--- config.mk ---
export PLATFORM = sky130hd
export DESIGN_NAME = bts_lane
export DESIGN_NICKNAME = d
export VERILOG_FILES = /design/src/bts_pkg.sv /design/src/bts_lane.sv
export SDC_FILE = /design/constraint.sdc
export NUM_CORES = 1
export LEC_CHECK = 0
export ABC_AREA = 1
export BUFFER_PORTS_ARGS = -buffer_cell sky130_fd_sc_hd__buf_4
export CORE_MARGIN = 4
export CORE_UTILIZATION = 40
export CTS_CLUSTER_DIAMETER = 80
export DETAILED_ROUTE_END_ITERATION = 8
export PLACE_DENSITY_LB_ADDON = 0.12
export SLEW_MARGIN = 30
export SYNTH_ARGS = -nofsm -noshare
export SYNTH_HDL_FRONTEND = slang
export SYNTH_SLANG_ARGS = --single-unit
export TNS_END_PERCENT = 100
--- constraint.sdc ---
create_clock -name clk -period 5.9 [get_ports clk]
set_clock_uncertainty 0.2 [all_clocks]
set_input_delay 0.59 -clock clk [delete_from_list [all_inputs] [get_ports clk]]
set_output_delay 0.59 -clock clk [all_outputs]
set_load 0.02 [all_outputs]
--- src/bts_pkg.sv ---
// Shared types, widths and helpers for the bilinear texture sampler
package bts_pkg;

  // Texture geometry
  localparam int MAX_SIDE        = 256;
  localparam int SIDE_W          = $clog2(MAX_SIDE) + 1;   // side register width
  localparam int CELL_W          = $clog2(MAX_SIDE);       // cell index width
  localparam int TEXEL_DEPTH     = 65536;
  localparam int ADDR_W          = $clog2(TEXEL_DEPTH);
  localparam int CHAN_W          = 8;
  localparam int NUM_CHAN        = 3;
  localparam int TEXEL_W         = NUM_CHAN * CHAN_W;

  // Fixed point
  localparam int COORD_FRAC_BITS = 16;
  localparam int COORD_W         = COORD_FRAC_BITS + 2;    // signed Q1.F input
  localparam int ONE_W           = COORD_FRAC_BITS + 1;    // clamped coordinate 0..ONE
  localparam int POS_W           = ONE_W + CELL_W;         // coordinate times (side-1)
  localparam int WEIGHT_W        = 2 * COORD_FRAC_BITS + 1;
  localparam int ACC_W           = 2 * COORD_FRAC_BITS + CHAN_W;
  localparam int RES_W           = 16;
  localparam int CORNER_W        = 2;

  localparam logic [ONE_W-1:0] COORD_ONE = {1'b1, {COORD_FRAC_BITS{1'b0}}};

  // Configuration port
  localparam int APB_DATA_W = 32;
  localparam int PADDR_W    = 3;
  localparam logic REG_WIDTH  = 1'b0;
  localparam logic REG_HEIGHT = 1'b1;

  // Item kinds
  localparam logic REQ_LOAD   = 1'b0;
  localparam logic REQ_SAMPLE = 1'b1;

  typedef enum logic [2:0] {
    S_IDLE,
    S_SCALE,
    S_ROW,
    S_FETCH,
    S_DRAIN1,
    S_DRAIN2,
    S_DONE
  } state_t;

  // Coordinate unit controls
  typedef struct packed {
    logic capture;
    logic scale;
    logic row;
  } coord_ctrl_t;

  // Split coordinates and row bases for the four corners
  typedef struct packed {
    logic [CELL_W-1:0]          x0;
    logic [CELL_W-1:0]          x1;
    logic [COORD_FRAC_BITS-1:0] s;
    logic [COORD_FRAC_BITS-1:0] t;
    logic [ADDR_W-1:0]          base0;
    logic [ADDR_W-1:0]          base1;
  } coord_info_t;

  // Channel lane controls
  typedef struct packed {
    logic clear;
    logic mul_en;
    logic acc_en;
  } lane_ctrl_t;

  // Side clamped to 1..MAX_SIDE
  function automatic logic [SIDE_W-1:0] side_clamp(input logic [SIDE_W-1:0] raw);
    logic [SIDE_W-1:0] r;
    if (raw == '0) r = SIDE_W'(1);
    else if (raw > SIDE_W'(MAX_SIDE)) r = SIDE_W'(MAX_SIDE);
    else r = raw;
    return r;
  endfunction

  // Clamped side minus one, fits the cell width
  function automatic logic [CELL_W-1:0] side_m1(input logic [SIDE_W-1:0] raw);
    logic [SIDE_W-1:0] c;
    logic [SIDE_W-1:0] m;
    c = side_clamp(raw);
    m = c - SIDE_W'(1);
    return m[CELL_W-1:0];
  endfunction

  // Signed Q1.F coordinate clamped to 0..ONE
  function automatic logic [ONE_W-1:0] coord_clamp(input logic [COORD_W-1:0] raw);
    logic [ONE_W-1:0] r;
    if (raw[COORD_W-1]) r = '0;
    else if (raw[COORD_W-2:0] > COORD_ONE) r = COORD_ONE;
    else r = raw[ONE_W-1:0];
    return r;
  endfunction

endpackage

--- src/bts_lane.sv ---
// One color channel: texel byte times corner weight, accumulated over corners
module bts_lane (
  input  logic                          clk,
  input  bts_pkg::lane_ctrl_t           ctrl,
  input  logic [bts_pkg::CHAN_W-1:0]    texel,
  input  logic [bts_pkg::WEIGHT_W-1:0]  weight,
  output logic [bts_pkg::RES_W-1:0]     result
);

  logic [bts_pkg::CHAN_W+bts_pkg::WEIGHT_W-1:0] prod_full;
  logic [bts_pkg::ACC_W-1:0]                    prod;
  logic [bts_pkg::ACC_W-1:0]                    acc;

  assign prod_full = {{bts_pkg::WEIGHT_W{1'b0}}, texel} * {{bts_pkg::CHAN_W{1'b0}}, weight};

  // product register; the value never exceeds 255 * ONE^2
  always_ff @(posedge clk) begin
    if (ctrl.mul_en) begin
      prod <= prod_full[bts_pkg::ACC_W-1:0];
    end
  end

  // accumulator
  always_ff @(posedge clk) begin
    if (ctrl.clear) begin
      acc <= '0;
    end else if (ctrl.acc_en) begin
      acc <= acc + prod;
    end
  end

  // Q8.8 result, truncated
  assign result = acc[bts_pkg::ACC_W-1 -: bts_pkg::RES_W];

endmodule

==> out/results.ini <==
[run_status]
status=complete, no violations

[synth]
synth_area_um2=14590
synthTopCellsByCount=623 x nand2_1, 557 x inv_1, 188 x nor2_1
synth_top_area_share_pct=25.53
syn_inst=2166
synth_nets=2495
synth_top_area_cell=fa_1
async_reset_ff_share_pct=0
synth_edf_count=40
synth_adder_area_share_pct=33.93
synth_compound_area_share_pct=6.356
synth.avg_cell_area_um2=6.735
ys_ff_latch=80
synth_most_common_cell=nand2_1
synth_xor_area_share_pct=3.242
yosys.area_share.simple_pct=25.41
synth_mux_area_share_pct=0
synth_ff_type=edfxtp_1
synth_top_family_by_area=adder cells
yosys_warnings=0
ys_types=37
synth_area_leaders=fa_1 26%, nand2_1 16%, inv_1 14%
yosysSeqAreaShare_pct=13.72

[drt]
wl_per_cell_um=14.54
finalWirelength_mm=37.92
drtAntennaViolNets=0
via_count=12200
drtIter0Drc=507
drt_pass1_iterations=5
post_drt_via_cell_ratio=4.677
drc=0

[clocking]
cts_max_path_buffers=2
hold_buffers=0
cts_root_buffer=clkbuf_16
path_clk_slew_ns=0.07
clock_sinks=80
cts_tree=done
clk_latency_ns=0.35
cts_buffers=9
post_cts_buffers=0
cts_resized=0
h-tree-depth=3

[placed_design]
place.gp.congestion=0.9061
dpl.hpwl_mm=30.81
port_buffers=60

[sta]
drv_slew=0
rsz0062_at_grt=false
max_freq_ghz=0.2047
tightest_slew_ns=0.7176
min_period_ns=4.885
setup_violations=0
finalHoldViolations=0
min_period_over_period_pct=82.80
slew-limit-headroom_pct=52.11
fin_setup_tns_ns=0

[cells_and_area]
diodes=0
syn2layout_area_growth_pct=6.278
multi_input_area_um2=10060
layout.area.seq_um2=2002
post-route-util_pct=43.38
nets=2472
drive_gt1_share_pct=5.028
n_fill_cell=3804

[floorplan]
rows=69
dieArea_um2=39590
die_y_um=199.0
ios=61
die_x_um=199.0
start_util_pct=40.81
core-area_um2=35740

[worst_hold_path]
hp-class=reg -> reg

[worst_setup_path]
worst-setup-path-type=in -> reg
critPathMaxStageDelay_ns=0.51
path_cells=buf_4 > nand2_1 > inv_1 > fa_1 > fa_1 > fa_1 > inv_1 > fa_1 > inv_1 > ha_1 > a21oi_1 > o21ai_0 > a21oi_1 > nor2_1 > nor3b_1 > nand2_1 > nand2_1 > nand2_1
cp_slowest_cell=fa_1
cp_data_required_time_ns=5.80
worst_setup_path_end_kind=flop
start_kind=primary input
arrival_ns=4.78
cp_max_fo=33

[global_routing]
grt_pass1_vias=12670
grt_max_degree=60
grt.overflow.total=0
grt_use_total_pct=19.86
grt_pass1_wl_mm=63.94
antenna_found_initial=0

[flow_run]
drv_cap=0

[pwr]
ir_drop_mv=0.1831
p_leak_nw=9.501
p_per_area_nw_per_um2=490.2

## path summary, 6_finish.rpt
path / slack [ns] / end / from / cells past startpoint
worst min-delay path: 0.29 / acc[16] / acc[16] / 2
worst max register to register: 3.44 / acc[32] / prod[0] / 15
worst min register to register: 0.29 / acc[16] / acc[16] / 2
worst max-delay path: 1.01 / prod[32] / texel[3] / 18
## critical path, delay by kind of cell
| kind | cells | cell delay (ns) |
|---|---|---|
| fa+ha+maj | 5 | 2.25 |
| compound gates | 3 | 0.71 |
| simple gates | 6 | 0.65 |
| buf+inv | 4 | 0.55 |
## cell families (layout without fill, tap and decap cells)
kind of cell,after synthesis,count (layout)
AND/OR/NAND/NOR,923,923
buffers and inverters,651,633
adder cells (fa/ha/maj),284,284
AO/OA/AOI/OAI,174,174
flip-flops,80,80
XOR/XNOR,54,54
## through the flow
step / cells / instance area, um^2 / total power, mW / setup slack [ns] / hold slack (ns)
after floorplan: 2166 / 14590 / 5.443 / 1.045 / 0.2531
after global placement: 2593 / 15180 / 6.956 / 0.6934 / 0.2699
after detailed placement: 2593 / 15180 / 6.956 / 0.6930 / 0.2772
after CTS: 2609 / 15500 / 7.634 / 1.055 / 0.2947
after global routing: 2609 / 15500 / 8.533 / 0.6962 / 0.3328
final: 2609 / 15500 / 7.600 / 1.015 / 0.2926
## power breakdown
part           internal (mW)  switching, mW  total (mW)
Clock                  0.377          0.261       0.639
Combinational           2.04           3.78        5.82
Sequential             0.993          0.148        1.14
## final cells by class
type | instances | area share (%)
flip-flops and latches | 80 | 12.91
well taps | 461 | 3.720
clock inverters | 7 | 0.6618
inverters | 557 | 13.49
clock buffers | 9 | 1.453
multi-input cells | 1435 | 64.86
repair buffers | 60 | 2.905
## layer usage
metal  track usage, %  up-vias  share of wire, %
met2            33.35      195                46
met5                0        -                 0
li1                 -     6260                 -
met3            1.626       30               2.8
met4            3.090        0               1.1
met1            28.72     5716                50
## flip-flops by register name, summed over array words and instances (netlist names)
signal and count:
prod 40, acc 40
## placed cells by master (no fill, tap or decap), types with 3 or more instances in the layout
cell	Yosys	routed
nor2_1	188	188
nor3_1	10	10
o21ai_0	64	64
o21a_1	5	5
xor2_1	44	44
dfxtp_1	40	40
nand3_1	63	63
nand2_2	13	13
edfxtp_1	40	40
inv_1	557	557
o21bai_1	4	4
a21oi_1	87	87
clkbuf_16	0	9
xnor2_1	10	10
ha_1	98	98
nand4_1	7	7
fa_1	186	186
a21oi_2	3	3
nor2_2	3	3
nand3_2	9	9
nand2_1	623	623
buf_4	16	60
No activity file was read; power rests on OpenSTA's default activity.
