[src/bts_pkg.sv]
// Shared types, widths and helpers for the bilinear texture sampler
package bts_pkg;

  // Texture geometry
  localparam int MAX_SIDE        = 256;
  localparam int SIDE_W          = $clog2(MAX_SIDE) + 1;   // side register width
  localparam int CELL_W          = $clog2(MAX_SIDE);       // cell index width
  localparam int TEXEL_DEPTH     = 65536;
  localparam int ADDR_W          = $clog2(TEXEL_DEPTH);
  localparam int CHAN_W          = 8;
  localparam int NUM_CHAN        = 3;
  localparam int TEXEL_W         = NUM_CHAN * CHAN_W;

  // Fixed point
  localparam int COORD_FRAC_BITS = 16;
  localparam int COORD_W         = COORD_FRAC_BITS + 2;    // signed Q1.F input
  localparam int ONE_W           = COORD_FRAC_BITS + 1;    // clamped coordinate 0..ONE
  localparam int POS_W           = ONE_W + CELL_W;         // coordinate times (side-1)
  localparam int WEIGHT_W        = 2 * COORD_FRAC_BITS + 1;
  localparam int ACC_W           = 2 * COORD_FRAC_BITS + CHAN_W;
  localparam int RES_W           = 16;
  localparam int CORNER_W        = 2;

  localparam logic [ONE_W-1:0] COORD_ONE = {1'b1, {COORD_FRAC_BITS{1'b0}}};

  // Configuration port
  localparam int APB_DATA_W = 32;
  localparam int PADDR_W    = 3;
  localparam logic REG_WIDTH  = 1'b0;
  localparam logic REG_HEIGHT = 1'b1;

  // Item kinds
  localparam logic REQ_LOAD   = 1'b0;
  localparam logic REQ_SAMPLE = 1'b1;

  typedef enum logic [2:0] {
    S_IDLE,
    S_SCALE,
    S_ROW,
    S_FETCH,
    S_DRAIN1,
    S_DRAIN2,
    S_DONE
  } state_t;

  // Coordinate unit controls
  typedef struct packed {
    logic capture;
    logic scale;
    logic row;
  } coord_ctrl_t;

  // Split coordinates and row bases for the four corners
  typedef struct packed {
    logic [CELL_W-1:0]          x0;
    logic [CELL_W-1:0]          x1;
    logic [COORD_FRAC_BITS-1:0] s;
    logic [COORD_FRAC_BITS-1:0] t;
    logic [ADDR_W-1:0]          base0;
    logic [ADDR_W-1:0]          base1;
  } coord_info_t;

  // Channel lane controls
  typedef struct packed {
    logic clear;
    logic mul_en;
    logic acc_en;
  } lane_ctrl_t;

  // Side clamped to 1..MAX_SIDE
  function automatic logic [SIDE_W-1:0] side_clamp(input logic [SIDE_W-1:0] raw);
    logic [SIDE_W-1:0] r;
    if (raw == '0) r = SIDE_W'(1);
    else if (raw > SIDE_W'(MAX_SIDE)) r = SIDE_W'(MAX_SIDE);
    else r = raw;
    return r;
  endfunction

  // Clamped side minus one, fits the cell width
  function automatic logic [CELL_W-1:0] side_m1(input logic [SIDE_W-1:0] raw);
    logic [SIDE_W-1:0] c;
    logic [SIDE_W-1:0] m;
    c = side_clamp(raw);
    m = c - SIDE_W'(1);
    return m[CELL_W-1:0];
  endfunction

  // Signed Q1.F coordinate clamped to 0..ONE
  function automatic logic [ONE_W-1:0] coord_clamp(input logic [COORD_W-1:0] raw);
    logic [ONE_W-1:0] r;
    if (raw[COORD_W-1]) r = '0;
    else if (raw[COORD_W-2:0] > COORD_ONE) r = COORD_ONE;
    else r = raw[ONE_W-1:0];
    return r;
  endfunction

endpackage

[src/bts_coord.sv]
// Coordinate unit: clamp, scale by side-1, split into cell and fraction,
// and form the two row base addresses.
module bts_coord (
  input  logic                             clk,
  input  bts_pkg::coord_ctrl_t             ctrl,
  input  logic [bts_pkg::COORD_W-1:0]      u_coord,
  input  logic [bts_pkg::COORD_W-1:0]      v_coord,
  input  logic [bts_pkg::SIDE_W-1:0]       texture_width,
  input  logic [bts_pkg::SIDE_W-1:0]       texture_height,
  output bts_pkg::coord_info_t             info
);

  logic [bts_pkg::ONE_W-1:0]           cu;
  logic [bts_pkg::ONE_W-1:0]           cv;
  logic [bts_pkg::POS_W-1:0]           px;
  logic [bts_pkg::POS_W-1:0]           py;
  logic [bts_pkg::SIDE_W-1:0]          wcl;
  logic [bts_pkg::CELL_W-1:0]          x0_n;
  logic [bts_pkg::CELL_W-1:0]          y0_n;
  logic [bts_pkg::CELL_W-1:0]          y1_n;
  logic [bts_pkg::COORD_FRAC_BITS-1:0] s_n;
  logic [bts_pkg::COORD_FRAC_BITS-1:0] t_n;
  logic [bts_pkg::CELL_W+bts_pkg::SIDE_W-1:0] row0_prod;
  logic [bts_pkg::CELL_W+bts_pkg::SIDE_W-1:0] row1_prod;

  assign wcl  = bts_pkg::side_clamp(texture_width);
  assign x0_n = px[bts_pkg::COORD_FRAC_BITS +: bts_pkg::CELL_W];
  assign y0_n = py[bts_pkg::COORD_FRAC_BITS +: bts_pkg::CELL_W];
  assign s_n  = px[bts_pkg::COORD_FRAC_BITS-1:0];
  assign t_n  = py[bts_pkg::COORD_FRAC_BITS-1:0];
  // far row only steps when the fraction is nonzero
  assign y1_n = y0_n + bts_pkg::CELL_W'(t_n != '0);
  assign row0_prod = {{bts_pkg::SIDE_W{1'b0}}, y0_n} * {{bts_pkg::CELL_W{1'b0}}, wcl};
  assign row1_prod = {{bts_pkg::SIDE_W{1'b0}}, y1_n} * {{bts_pkg::CELL_W{1'b0}}, wcl};

  // clamp stage
  always_ff @(posedge clk) begin
    if (ctrl.capture) begin
      cu <= bts_pkg::coord_clamp(u_coord);
      cv <= bts_pkg::coord_clamp(v_coord);
    end
  end

  // scale stage
  always_ff @(posedge clk) begin
    if (ctrl.scale) begin
      px <= bts_pkg::POS_W'(cu) * bts_pkg::POS_W'(bts_pkg::side_m1(texture_width));
      py <= bts_pkg::POS_W'(cv) * bts_pkg::POS_W'(bts_pkg::side_m1(texture_height));
    end
  end

  // split stage, row bases wrap modulo the store depth
  always_ff @(posedge clk) begin
    if (ctrl.row) begin
      info.x0    <= x0_n;
      info.x1    <= x0_n + bts_pkg::CELL_W'(s_n != '0);
      info.s     <= s_n;
      info.t     <= t_n;
      info.base0 <= row0_prod[bts_pkg::ADDR_W-1:0];
      info.base1 <= row1_prod[bts_pkg::ADDR_W-1:0];
    end
  end

endmodule

[config.mk]
export PLATFORM = sky130hd
export DESIGN_NAME = bts_coord
export DESIGN_NICKNAME = d
export VERILOG_FILES = /design/src/bts_pkg.sv /design/src/bts_coord.sv
export SDC_FILE = /design/constraint.sdc
export NUM_CORES = 1
export LEC_CHECK = 0
export ABC_AREA = 1
export BUFFER_PORTS_ARGS = -buffer_cell sky130_fd_sc_hd__buf_2
export CORE_MARGIN = 8
export CORE_UTILIZATION = 65
export CTS_BUF_LIST = sky130_fd_sc_hd__clkbuf_2 sky130_fd_sc_hd__clkbuf_4 sky130_fd_sc_hd__clkbuf_8
export CTS_CLUSTER_DIAMETER = 200
export DETAILED_ROUTE_END_ITERATION = 12
export PLACE_DENSITY = 0.85
export SYNTH_ARGS = -nofsm -noshare
export SYNTH_HDL_FRONTEND = slang
export SYNTH_SLANG_ARGS = --single-unit
[constraint.sdc]
create_clock -name clk -period 9.4 [get_ports clk]
set_input_delay 0.47 -clock clk [delete_from_list [all_inputs] [get_ports clk]]
set_output_delay 0.47 -clock clk [all_outputs]
set_load 0.01 [all_outputs]
==> results.toml, run 1 <==
[timing]
fmax_mhz = 160.7
maxSlewViolCount = 0
tns_ns = 0
rsz0062_at_grt = "false"
clock_skew_ns = 0.01846
fin_crit_ns = 6.223
relSlewSlack = 0.2963
finalSetupViolCount = 0
hold_slack_ns = 0.2550
worst_slew_pin_slew_ns = 1.055
fin_crit_sh = 0.6620
hold_violations = 0

[routing]
wl_per_cell_um = 16.80
drt-pass1-iter-count = 7
ant_nets = 0
drt_iter0_drc = 1212
drc_errors = 0
vias = 14380
wl_um = 43840
via_per_inst = 5.510

[cts]
numCtsBuffers = 17
cts_tree = "yes"
postCtsSetupBuffers = 0
clock_latency_ns = 0.49
ctsResizeCount = 0
hold_buffers = 0
h-tree-depth = 4
clk_pin_slew_worst_paths_ns = 0.11
clkSinkCount = 162
cts_root_buf = "clkbuf_8"
max-clock-path-buffers = 2

[yosys]
ys_types = 41
synthXorXnorAreaFrac = 0.03861
synth_area_leader_cell = "fa_1"
synth_compound_area_frac = 0.03954
ys_warn_count = 0
syn_nets = 2571
synth_area_mm2 = 0.01886
synthMuxAreaShare = 0
synth_adder_area_share = 0.3835
ys_ff_latch = 162
yosysSeqAreaShare = 0.2580
synth_simple_gate_area_frac = 0.1769
synth_top_area_frac = 0.2760
synth_top_family_by_area = "adder cells"
synthCells = 2091
synth_area_leaders = "fa_1, edfxtp_1, ha_1"
postSynthAreaPerCell_um2 = 9.019

[place]
gp_congestion = 0.9256
place_hpwl_um = 36750
io_buffer_count = 137

[grt]
overflow = 0
grt_pass1_wl_um = 72920
grt_max_degree = 81
track_usage = 0.2580
grt_pass1_vias = 15120
antenna_found_initial = 0

[critical_path]
reg2reg_from = "py[12]$_DFFE_PP_"
cp.required_ns = 9.64
ff2ff_setup_slack_ns = 3.57
crit_start = "texture_width[8]"
cp_max_fo = 28
r2r-end = "info[13]$_DFFE_PP_"
rr_worst_depth = 21
worstSetupEndpointType = "flop"
startpoint_type = "primary input"
cp_data_arrival_time_ns = 6.46
criticalPathCategory = "primary input to flop"

[outcome]
status = "finished, final reports clean"

[min_path]
worstHoldStart = "u_coord[17]"
hp-class = "primary input to flop"
hold_end = "cu[16]$_SDFFCE_PP0P_"
hold_depth = 2

[floorplan]
std_cell_rows = 62
ios = 138
die_w_um = 186.3
initial_utilization = 0.6588
dieArea_mm2 = 0.03472
die_h_um = 186.3
core_area_mm2 = 0.02863

[power_and_ir_drop]
power.density_mw_per_mm2 = 387.4
p_leak_uw = 0.01036
vdd_drop_max_uv = 205.4

[finish]
layout.nets = 2692
drive_gt1_frac = 0.1002
fillers = 2238
synthToLayoutAreaGrowth_pct = 7.232
final_cell_mix = "inv_1, nor2_1, nand2_1"
antenna_cells = 0
layout_commonest_cell = "inv_1"
multiInputGateArea_mm2 = 0.01205
regArea_mm2 = 0.004865

[run]
cap_violations = 0
logic make-up (layout without fill, tap and decap cells):
family                     count (synthesis)  in the layout
buffers and inverters                    494            628
DFF                                      162            162
and+or+nand+nor                          798            798
adders and majority gates                422            422
xor gates and xnor gates                  78             78
AOI/OAI and AO/OA                        137            137
cells in the mapped netlist (all sizes together):
master	count
a21boi	3
a21o	7
a21oi	72
a31oi	4
buf	19
clkbuf	18
edfxtp	162
fa	260
ha	162
inv	457
nand2	343
nand3	50
nand4	24
nor2	354
nor3	8
nor4	19
o211ai	1
o21a	2
o21ai	41
o21bai	3
o221ai	1
o31ai	3
xnor2	26
xor2	52
critical path, cell delays in order:
cell and delay, ns:
buf_2 0.33, inv_4 0.18, nand3_2 0.16, nand2_4 0.11
inv_6 0.23, ha_1 0.26, nand2_1 0.15, nor2_8 0.15
nand3_1 0.08, nand2_1 0.11, nand2_2 0.27, inv_1 0.29
nand2_1 0.18, fa_1 0.51, fa_1 0.49, inv_1 0.05
fa_1 0.49, fa_1 0.41, ha_1 0.36, nand2_1 0.11
o21ai_0 0.28, a21oi_1 0.13, o21ai_0 0.32, nand3_1 0.17
nand3_1 0.10, nand2_1 0.05
worst max-delay path by stage:
| stage | to | slack [ns] |
|---|---|---|
| 6_report | px[19]$_DFFE_PP_ | 3.18 |
| 2_1_floorplan | py[14]$_DFFE_PP_ | 3.70 |
| 5_1_grt | py[14]$_DFFE_PP_ | 2.87 |
| 3_3_place_gp | px[19]$_DFFE_PP_ | 2.87 |
| 3_5_place_dp | px[19]$_DFFE_PP_ | 2.69 |
| 4_1_cts | px[19]$_DFFE_PP_ | 3.21 |
flip-flops by register name, summed over array words and instances, names as in the netlist:
register / flops
py: 24
cv: 17
px: 24
cu: 17
info: 80
power by group:
group | switching, uW | total, uW | internal (uW) | leakage, uW
clock | 318 | 518 | 200 | 0.000195
combinational | 3610 | 5790 | 2180 | 0.00858
sequential | 157 | 1520 | 1370 | 0.00159
total | 4090 | 7830 | 3750 | 0.0104
layer usage:
| layer | part of all wire | GRT usage | vias up |
|---|---|---|---|
| li1 | - | - | 6687 |
| met1 | 0.41 | 0.3199 | 6976 |
| met2 | 0.49 | 0.4433 | 599 |
| met3 | 0.068 | 0.05108 | 113 |
| met4 | 0.031 | 0.09360 | 0 |
| met5 | 0 | 0 | - |
per-stage QoR:
stage          cells  total power [uW]  utilization  cell area [um^2]  setup WS [ns]
2_1_floorplan   2091              5790            -             18860          3.700
3_3_place_gp    2577              7101       0.6923             19820          2.874
4_1_cts         2609              7818       0.7062             20210          3.206
6_report        2609              7833       0.7064             20220          3.177
5_1_grt         2609              8691       0.7064             20220          2.869
3_5_place_dp    2577              7265       0.6923             19820          2.692
cell type report:
class | instances | share of cell area
multi-input cells | 1435 | 0.5958
inverters | 457 | 0.08545
repair buffers | 139 | 0.03477
well taps | 384 | 0.02376
flip-flops and latches | 162 | 0.2406
clock inverters | 15 | 0.008044
clock buffers | 17 | 0.01157
No activity file was read; power rests on OpenSTA's default activity.
==> run 2, diff against run 1 <==
Settings changed: ABC_AREA 1 to 0, CORE_UTILIZATION 65 to 58, PLACE_DENSITY 0.85 to 0.8.
Clock period 9.4 ns to 5.44 ns, I/O delays scaled along.
==> results.toml, run 2 <==
[yosys]
ys_types = 56
synthMostInstantiatedCell = "inv_1"
ys_warn_count = 0
yosys-top-cells-count = "inv_1, fa_1, and2_1, edfxtp_1, ha_1"
syn_nets = 2263
ys_async_sr_fraction = 0
synth_area_leaders = "fa_1, edfxtp_1, ha_1"
postSynthAreaPerCell_um2 = 10.39
synth_area_mm2 = 0.01853
yosysSeqAreaShare = 0.2625
synthCells = 1783
yosys_most_used_dff = "edfxtp_1"
synth_top_area_frac = 0.2809
synth_area_leader_cell = "fa_1"
ys_ff_latch = 162
synth_edf_count = 162

[critical_path]
cp_data_arrival_time_ns = 5.77
worst_path_max_delay_cell = "fa_1"
cp_max_fo = 6
rr_worst_depth = 21
worstSetupEndpointType = "flop"
criticalPathCategory = "primary input to flop"
max_stage_delay_ns = 0.50
startpoint_type = "primary input"
cp.required_ns = 5.69

[place]
gp_congestion = 0.8963
dpl_cell_area_mm2 = 0.02115
place_hpwl_um = 32600
io_buffer_count = 137
dp_cells = 2455

[cts]
cts_tree = "yes"
cts_root_buf = "clkbuf_8"
clkSinkCount = 162
numCtsBuffers = 17
max-clock-path-buffers = 2
hold_buffers = 0
h-tree-depth = 4
clk_pin_slew_worst_paths_ns = 0.10
clock_latency_ns = 0.50

[floorplan]
ios = 138
initial_utilization = 0.5887
core_area_mm2 = 0.03147
dieArea_mm2 = 0.03792
die_h_um = 194.7
std_cell_rows = 65
die_w_um = 194.7

[grt]
grt_pass1_vias = 14850
grt_pass1_wl_um = 69530
grt_max_degree = 81
antenna_found_initial = 1
track_usage = 0.2234
overflow = 0

[finish]
fin_util = 0.6968
final_cell_mix = "inv_1, fa_1, and2_1"
fillers = 2243
synthToLayoutAreaGrowth_pct = 18.37
drive_gt1_frac = 0.2108
layout_commonest_cell = "inv_1"
top_regs = "info x80, px x24, py x24"
design_area_mm2 = 0.02193
largest_reg_flops = 80
layout.nets = 2564
stdcell_count = 2500
regMostFlops = "info"

[timing]
hold_violations = 0
finalSetupViolCount = 2
clock_skew_ns = 0.01850
hold_slack_ns = 0.05746
fin_crit_sh = 1.014
rsz0062_at_grt = "true"
setup_ws_ns = -0.07345
fin_crit_ns = 5.513
relSlewSlack = 0.2626
worst_slew_pin_slew_ns = 1.106
fmax_mhz = 181.4
maxSlewViolCount = 0

[routing]
wl_per_cell_um = 16.61
drt-pass1-iter-count = 5
drt_iter0_drc = 795
wl_um = 41520
ant_nets = 0
drc_errors = 0
vias = 13510
via_per_inst = 5.403

[min_path]
hp-class = "primary input to flop"
hold_depth = 2

[outcome]
status = "finished with violations"
violations = "setup timing"

[run]
cap_violations = 0
[run 2: worst paths after layout]
kind               startpoint              endpoint  slack [ns]
max          texture_width[3]      px[23]$_DFFE_PP_       -0.07
min               v_coord[17]  cv[16]$_SDFFCE_PP0P_        0.06
max reg2reg   py[2]$_DFFE_PP_    info[12]$_DFFE_PP_       -0.02
min reg2reg   px[5]$_DFFE_PP_    info[53]$_DFFE_PP_        0.46
[run 2: area by class of cell]
type | count | area, um^2 | area share
Clock inverter | 15 | 132.6 | 0.006047
Sequential cell | 162 | 4865 | 0.2218
Multi-Input combinational cell | 1284 | 12930 | 0.5898
Clock buffer | 17 | 234.0 | 0.01067
Inverter | 296 | 1111 | 0.05066
Antenna cell | 1 | 2.502 | 0.0001141
Timing Repair Buffer | 323 | 2150 | 0.09801
Tap cell | 402 | 503.0 | 0.02293
[run 2: logic make-up after synthesis]
family | after synthesis | synth area share
AOI/OAI and AO/OA | 143 | 0.05206
and+or+nand+nor | 630 | 0.1843
xor gates and xnor gates | 89 | 0.04207
buffers and inverters | 337 | 0.06867
DFF | 162 | 0.2625
adders and majority gates | 422 | 0.3903
[run 2: repair_timing]
action | in CTS | in global routing
endpoints found under the setup margin | 5 | 22
buffers inserted | 2 | 10
cloned | 0 | 1
gates resized for setup | 15 | 53
pin swaps | 9 | 26
[run 2: critical path, delay by kind of cell]
| family | cells | cell delay, ns |
|---|---|---|
| adder cells (fa/ha/maj) | 6 | 2.31 |
| AND/OR/NAND/NOR | 11 | 1.58 |
| buffers and inverters | 9 | 0.87 |
| AO/OA/AOI/OAI | 3 | 0.51 |
| XOR/XNOR | 2 | 0.24 |
[run 2: metal layers]
metal,up-vias,global-route usage,routed length [um]
met5,-,0,0
met4,0,0.07159,947
met3,79,0.04284,2525
met2,418,0.3945,21140
met1,6757,0.2730,16910
li1,6253,-,-
[run 2: per-stage QoR]
stage | TNS [ns] | setup slack, ns
5_1_grt | -1.465 | -0.2363
3_3_place_gp | -3.924 | -0.3741
3_5_place_dp | -6.640 | -0.5053
6_report | -0.09321 | -0.07345
2_1_floorplan | -0.9232 | -0.2583
4_1_cts | 0 | 0.01934
Power of run 2 is left out: the tool's default activity adds up to more than one toggle a clock period on the data nets, which glitch-free logic cannot reach.
==> run 3, diff against run 2 <==
Settings changed: CORE_ASPECT_RATIO from default to 1.2.
==> results.toml, run 3 (synthesized netlist as in run 2, its figures left out) <==
[outcome]
violations = "setup timing"
status = "finished with violations"

[timing]
fin_crit_ns = 5.441
relSlewSlack = 0.5104
hold_slack_ns = 0.06367
maxSlewViolCount = 0
clock_skew_ns = 0.02033
finalSetupViolCount = 1
fmax_mhz = 183.8
rsz0062_at_grt = "true"
worst_slew_pin_slew_ns = 0.7344
fin_crit_sh = 1.000
setup_ws_ns = -0.0007558
hold_violations = 0
tns_ns = -0.0007558

[floorplan]
initial_utilization = 0.5892
ios = 138
std_cell_rows = 71
die_h_um = 211.8
dieArea_mm2 = 0.03795
core_area_mm2 = 0.03145
die_w_um = 179.2

[finish]
layout_commonest_cell = "inv_1"
regMostFlops = "info"
synthToLayoutAreaGrowth_pct = 18.89
final_cell_mix = "inv_1, fa_1, and2_1"
largest_reg_flops = 80
stdcell_count = 2505
layout.nets = 2571
drive_gt1_frac = 0.2167
top_regs = "info x80, px x24, py x24"
antenna_cells = 0
fin_util = 0.7005

[critical_path]
cp_max_fo = 3
startpoint_type = "flop"
cp_data_arrival_time_ns = 5.69
criticalPathCategory = "flop to flop"
cp.required_ns = 5.69
worstSetupEndpointType = "flop"

[grt]
grt_max_degree = 55
grt_util_met1 = 0.2576
grt_most_used_layer = "met2"
grt_util_met3 = 0.03671
grt_pass1_wl_um = 67770
use_met2 = 0.4043
antenna_found_initial = 0
overflow = 0
grt_pass1_vias = 14740
track_usage = 0.2217

[routing]
drt-pass1-iter-count = 5
wl_per_cell_um = 16.10
ant_nets = 0
wl_um = 40340
drt_iter0_drc = 657
vias = 13400
via_per_inst = 5.349
drc_errors = 0

[place]
io_buffer_count = 137
place_hpwl_um = 32490
dp_cells = 2455
gp_congestion = 0.8800

[cts]
cts_tree = "yes"
max-clock-path-buffers = 2
hold_buffers = 0
cts_root_buf = "clkbuf_8"
h-tree-depth = 4
clkSinkCount = 162
clock_latency_ns = 0.49
numCtsBuffers = 17
clk_pin_slew_worst_paths_ns = 0.11

[min_path]
hp-class = "primary input to flop"

[run]
cap_violations = 0
-- run 3: cell types whose count changed in the layout (fill, tap and decap cells not counted), sizes merged --
cell,delta
inv,+7
buf,+6
clkinv,-5
clkinvlp,-2
bufinv,-1
clkbuf,+1
diode,-1
xnor2,+1
-- run 3: repair_timing --
item                       in CTS  in global routing
resized for setup              21                 55
cloned                          0                  2
setup endpoints to repair      10                 22
pin swaps                      11                 46
setup buffers                   4                 12
-- run 3: area by class of cell --
cell class / count / area [um^2]
repair buffers: 329 / 2211
clock inverters: 14 / 135.1
clock buffers: 18 / 241.5
well taps: 401 / 501.7
inverters: 296 / 1111
flip-flops and latches: 162 / 4865
multi-input cells: 1285 / 12960
fillers: 2275 / 9418
-- run 3: path summary, 6_finish.rpt --
check / cells past startpoint / from / to / slack, ns
worst max-delay path: 22 / py[1]$_DFFE_PP_ / info[13]$_DFFE_PP_ / -0.0008
worst min register to register: 0 / px[13]$_DFFE_PP_ / info[61]$_DFFE_PP_ / 0.45
worst min-delay path: 2 / u_coord[14] / cu[14]$_SDFFCE_PP0P_ / 0.06
worst max register to register: 22 / py[1]$_DFFE_PP_ / info[13]$_DFFE_PP_ / -0.0008
-- run 3: worst max-delay path, stage by stage, from the launching register on --
cell and delay (ns):
edfxtp_1 0.44, nor4_4 0.32, nand4_1 0.19, ha_2 0.25, and3_4 0.19, nand3_4 0.09
xnor2_1 0.17, nand2_1 0.13, fa_1 0.52, fa_1 0.54, inv_1 0.05, fa_1 0.50
inv_2 0.04, fa_1 0.48, inv_2 0.04, ha_4 0.25, o21a_1 0.10, o31a_1 0.17
nor2_2 0.06, o21ai_2 0.18, a41oi_2 0.17, nor2b_4 0.17, xnor2_2 0.12
-- run 3: stage by stage --
stage               area (um^2)  setup WS (ns)
finish                    22030     -0.0007558
global route              22030        -0.1918
CTS                       21670     -0.0004077
detailed placement        21160        -0.6021
global placement          21160        -0.4883
floorplan                 18810        -0.2583
-- run 3: per-layer routing --
layer | part of all wire | vias to the layer above
met5 | 0 | -
met4 | 0.026 | 0
met3 | 0.048 | 98
met2 | 0.53 | 410
met1 | 0.40 | 6608
li1 | - | 6282
Power of run 3 is left out for the same reason.
